<file path="src/rtl/tcht_pkg.sv">
package tcht_pkg;

  // Default geometry of the table.
  localparam int TABLE_SLOTS_DEF = 128;
  localparam int KEY_BITS_DEF    = 31;

  // The reported slot index is always this wide, whatever the table size.
  localparam int SLOT_INDEX_W = 7;

  // Request operation codes. The fourth code is unused and changes nothing.
  typedef enum logic [1:0] {
    OP_LOOKUP = 2'd0,
    OP_INSERT = 2'd1,
    OP_DELETE = 2'd2
  } op_t;

  typedef enum logic [2:0] {
    S_CLEAR,
    S_IDLE,
    S_HASH,
    S_PROBE2,
    S_DECIDE
  } state_t;

  // Commands from the controller to the datapath.
  typedef struct packed {
    logic accept;    // request taken: capture it and start the hash
    logic clear_wr;  // write one empty slot of the clearing pass
    logic rd_p1;     // read the first candidate slot
    logic rd_p2;     // keep the first slot's data, read the second slot
    logic commit;    // write the table, load the result register
  } cmd_t;

  // Status from the datapath to the controller.
  typedef struct packed {
    logic hash_done;   // both candidate positions are ready
    logic clear_last;  // the clearing pass is at the last slot
    logic out_free;    // the result register can take a new result
  } sts_t;

endpackage

</file>
<file path="src/rtl/tcht_ctrl.sv">
module tcht_ctrl import tcht_pkg::*; (
  input  logic clk,
  input  logic rst_n,
  input  logic in_valid,
  input  sts_t sts,
  output logic in_ready,
  output cmd_t cmd
);

  state_t state_r, state_nxt;

  always_ff @(posedge clk) begin
    if (!rst_n) begin
      state_r <= S_CLEAR;
    end else begin
      state_r <= state_nxt;
    end
  end

  always_comb begin
    state_nxt = state_r;
    unique case (state_r)
      S_CLEAR: begin
        if (sts.clear_last) begin
          state_nxt = S_IDLE;
        end
      end
      S_IDLE: begin
        if (in_valid) begin
          state_nxt = S_HASH;
        end
      end
      S_HASH: begin
        if (sts.hash_done) begin
          state_nxt = S_PROBE2;
        end
      end
      S_PROBE2: begin
        state_nxt = S_DECIDE;
      end
      S_DECIDE: begin
        if (sts.out_free) begin
          state_nxt = S_IDLE;
        end
      end
      default: begin
        state_nxt = S_CLEAR;
      end
    endcase
  end

  always_comb begin
    in_ready     = state_r == S_IDLE;
    cmd.accept   = (state_r == S_IDLE) && in_valid;
    cmd.clear_wr = state_r == S_CLEAR;
    cmd.rd_p1    = (state_r == S_HASH) && sts.hash_done;
    cmd.rd_p2    = state_r == S_PROBE2;
    cmd.commit   = (state_r == S_DECIDE) && sts.out_free;
  end

endmodule

</file>
<file path="config.mk">
export PLATFORM = sky130hd
export DESIGN_NAME = tcht_ctrl
export DESIGN_NICKNAME = d
export VERILOG_FILES = /design/src/rtl/tcht_pkg.sv /design/src/rtl/tcht_ctrl.sv
export SDC_FILE = /design/constraint.sdc
export NUM_CORES = 1
export LEC_CHECK = 0
export ABC_AREA = 1
export BUFFER_PORTS_ARGS = -buffer_cell sky130_fd_sc_hd__buf_2
export CORE_AREA = 2 2 39 41
export CTS_BUF_LIST = sky130_fd_sc_hd__clkbuf_2 sky130_fd_sc_hd__clkbuf_4 sky130_fd_sc_hd__clkbuf_8
export DETAILED_ROUTE_END_ITERATION = 8
export DIE_AREA = 0 0 41 43
export PLACE_DENSITY = 0.47
export SKIP_LAST_GASP = 1
export SYNTH_ARGS = -nofsm -noshare
export SYNTH_HDL_FRONTEND = slang
export SYNTH_SLANG_ARGS = --single-unit
</file>
<file path="constraint.sdc">
create_clock -name clk -period 1.2 [get_ports clk]
set_input_delay 0.24 -clock clk [delete_from_list [all_inputs] [get_ports clk]]
set_output_delay 0.24 -clock clk [all_outputs]
set_load 0.01 [all_outputs]
</file>
==> impl_metrics.ini <==
[outcome]
outcome = complete, but fails checks
violations = setup timing

[detailed_routing]
met1_length_um = 233
first_pass_iters = 4
avgRoutedWirePerCell_um = 7.57
wl_met3_um = 28
routed_wl_um = 575
routed-wl-met2_um = 313
antenna_left = 0
highest_layer = met3
dr.first_iter.drc_count = 4
vias = 297
drc_errors = 0
viasPerCell = 3.91

[layout]
finalNetCount = 67
largest_reg_flops = 3
regMostFlops = state_r
final_area_sq_um = 394
n_antenna_cell = 0
area_delta_synth_final_pct = 70.3
drive_above_1_share_pct = 50.0
reg.largest.list = state_r (3)

[synth]
synth-seq-area-share_pct = 25.9
synth_top_family_by_area = simple AND/OR/NAND/NOR gates
synth_adder_area_share_pct = 0
synth-seq-cells = 3
synth_area_sq_um = 231
synth_compound_area_share_pct = 7.57
synth_mux_area_share_pct = 0
ys_warn_count = 0
synth_area_per_cell_sq_um = 5.65
synth-simple-area-share_pct = 51.9
synth_nets = 47
synthXorXnorAreaFrac_pct = 0
synthCells = 41
synth_cell_types = 14

[worst_setup_path]
worstSetupEndpointType = output port
critical_path.cell_chain = nor2_1 -> nand2_1 -> nor2_1 -> buf_2
cpPeakStageDelay_ns = 0.35
cp.arrival_ns = 1.00
path_buf_inv = 1
critPathCapture = cmd[4]
rr_endpoint = state_r[0]$_SDFFE_PN0P_
cp.required_ns = 0.96
reg2reg_depth = 8
path_depth = 4
cp_slowest_cell = dfxtp_4
worst-setup-path-type = reg2out
r2r-start = state_r[1]$_SDFFE_PN0P_
start_kind = flop
r2r_setup_slack_ns = 0.09
crit_fanout = 4
cp_top_family = flip-flops
critPathLaunch = state_r[1]$_SDFFE_PN0P_
crit_top_cell = nor2_1

[timing]
skew_ns = 0.00395
finalMaxSlewViolations = 0
fin_ws_ns = -0.0431
rsz0062_at_grt = true
period_share_pct = 104
hold_violations = 0
tightest_slew_ns = 0.177
setup_violations = 4
min_period_ns = 1.24
slew_headroom_pct = 88.1
max_freq_ghz = 0.804

[power_and_ir_drop]
ir_drop_v = 0.000547
p_leak_uw = 0.000217
p_total_uw = 942
powerDensity_mw_per_mm2 = 2390

[floorplanning]
core-area_sq_mm = 0.00138
io_pins = 12
num_rows = 14
initial_utilization_pct = 16.7
dieHeight_um = 43
die_w_um = 41
die_area_sq_mm = 0.00176

[grt]
grt-ovfl-total = 0
grt_antenna_before_repair = 0
grt_max_degree = 8
grt_usage_pct = 8.33
grt_pass1_vias = 264
grt_first_pass_wirelength_um = 917

[job]
cap_violations = 0

[placement]
dpl_cell_area_sq_um = 314
place_hpwl_um = 457
port_buffers = 11
gp_congestion = 0.708

[cts]
cts_buffers = 3
htree_levels = 1
cts_root_buf = clkbuf_4
postCtsHoldBufs = 0
cts_max_path_buffers = 2
path_clk_slew_ns = 0.04
clock-sinks = 3
cts_tree = yes
clock_latency_ns = 0.23

[hold_path]
hp-class = in2reg
final cells by class:
class	count	area (sq um)
fill	158	990
multi-input combinational	29	154
clock buffer	4	30.0
timing repair buffer	15	85.1
inverter	9	33.8
sequential	3	71.3
tap	16	20.0
per-layer routing:
metal	vias up	global-route usage (%)
li1	166	-
met1	126	7.72
met2	5	12.8
met3	0	4.71
met4	0	6.00
met5	-	0
how the worst min path moves through the flow:
stage	start	to	slack, ns	cells after the start
finish	rst_n	state_r[1]$_SDFFE_PN0P_	0.24	3
global route	rst_n	state_r[1]$_SDFFE_PN0P_	0.25	3
CTS	rst_n	state_r[1]$_SDFFE_PN0P_	0.24	3
detailed placement	rst_n	state_r[0]$_SDFFE_PN0P_	0.50	3
global placement	rst_n	state_r[1]$_SDFFE_PN0P_	0.50	3
floorplan	rst_n	state_r[0]$_SDFFE_PN0P_	0.36	2
synth_stat cells (all sizes together):
| master | count | area (sq um) |
|---|---|---|
| nand2 | 8 | 35.0 |
| nor3 | 2 | 10.0 |
| dfxtp | 3 | 60.1 |
| o21ai | 2 | 10.0 |
| nor2 | 11 | 46.3 |
| nor4 | 1 | 6.26 |
| inv | 9 | 33.8 |
| nand3 | 3 | 15.0 |
| a21boi | 1 | 7.51 |
| nand3b | 1 | 7.51 |
through the flow:
stage / TNS, ns / setup WS [ns] / std cells / hold slack [ns] / utilization (%)
after floorplan: 0 / 0.129 / 41 / 0.360 / -
after global placement: 0 / 0.0804 / 69 / 0.498 / 22.7
after detailed placement: 0 / 0.0672 / 69 / 0.497 / 22.7
after CTS: -0.220 / -0.0761 / 76 / 0.235 / 28.0
after global routing: -0.507 / -0.106 / 76 / 0.248 / 28.5
final: -0.139 / -0.0431 / 76 / 0.241 / 28.5
worst register-to-register path, stage by stage, from the launching register on:
cell and delay (ns):
dfxtp_4 0.37, nor2_4 0.05, buf_4 0.13, nand3_1 0.11, nand2_2 0.09, nor2_2 0.12
nand2_1 0.06, nand2_1 0.05, nor2_1 0.03
power by group:
| part | total (uW) | internal [uW] | switching, uW |
|---|---|---|---|
| Clock | 199 | 147 | 52.2 |
| Combinational | 527 | 255 | 272 |
| Sequential | 215 | 155 | 59.8 |
| Total | 942 | 557 | 384 |
logic make-up (layout without fill, tap and decap cells):
family                 Yosys count  count (layout)
flip-flops                       3               3
buffers and inverters            9              28
AND/OR/NAND/NOR                 26              26
AO/OA/AOI/OAI                    3               3
layout by cell type, fill, tap and decap left out:
cell type  instances
o21ai_0            1
clkbuf_4           4
dfxtp_4            3
nor4_2             1
a21boi_0           1
nor3_2             1
buf_4              4
nor3_1             1
nor2_4             1
inv_1              7
nand2_2            2
nand2_1            6
inv_2              2
nand3_1            3
nor2_1             9
nor2_2             1
nand3b_1           1
o21ai_1            1
buf_2             11
timing repair:
item                       CTS  global route
setup endpoints to repair    6             7
setup buffers                3             0
resized for setup            9             1
pin swaps                    2             4
No activity file was read; power rests on OpenSTA's default activity.
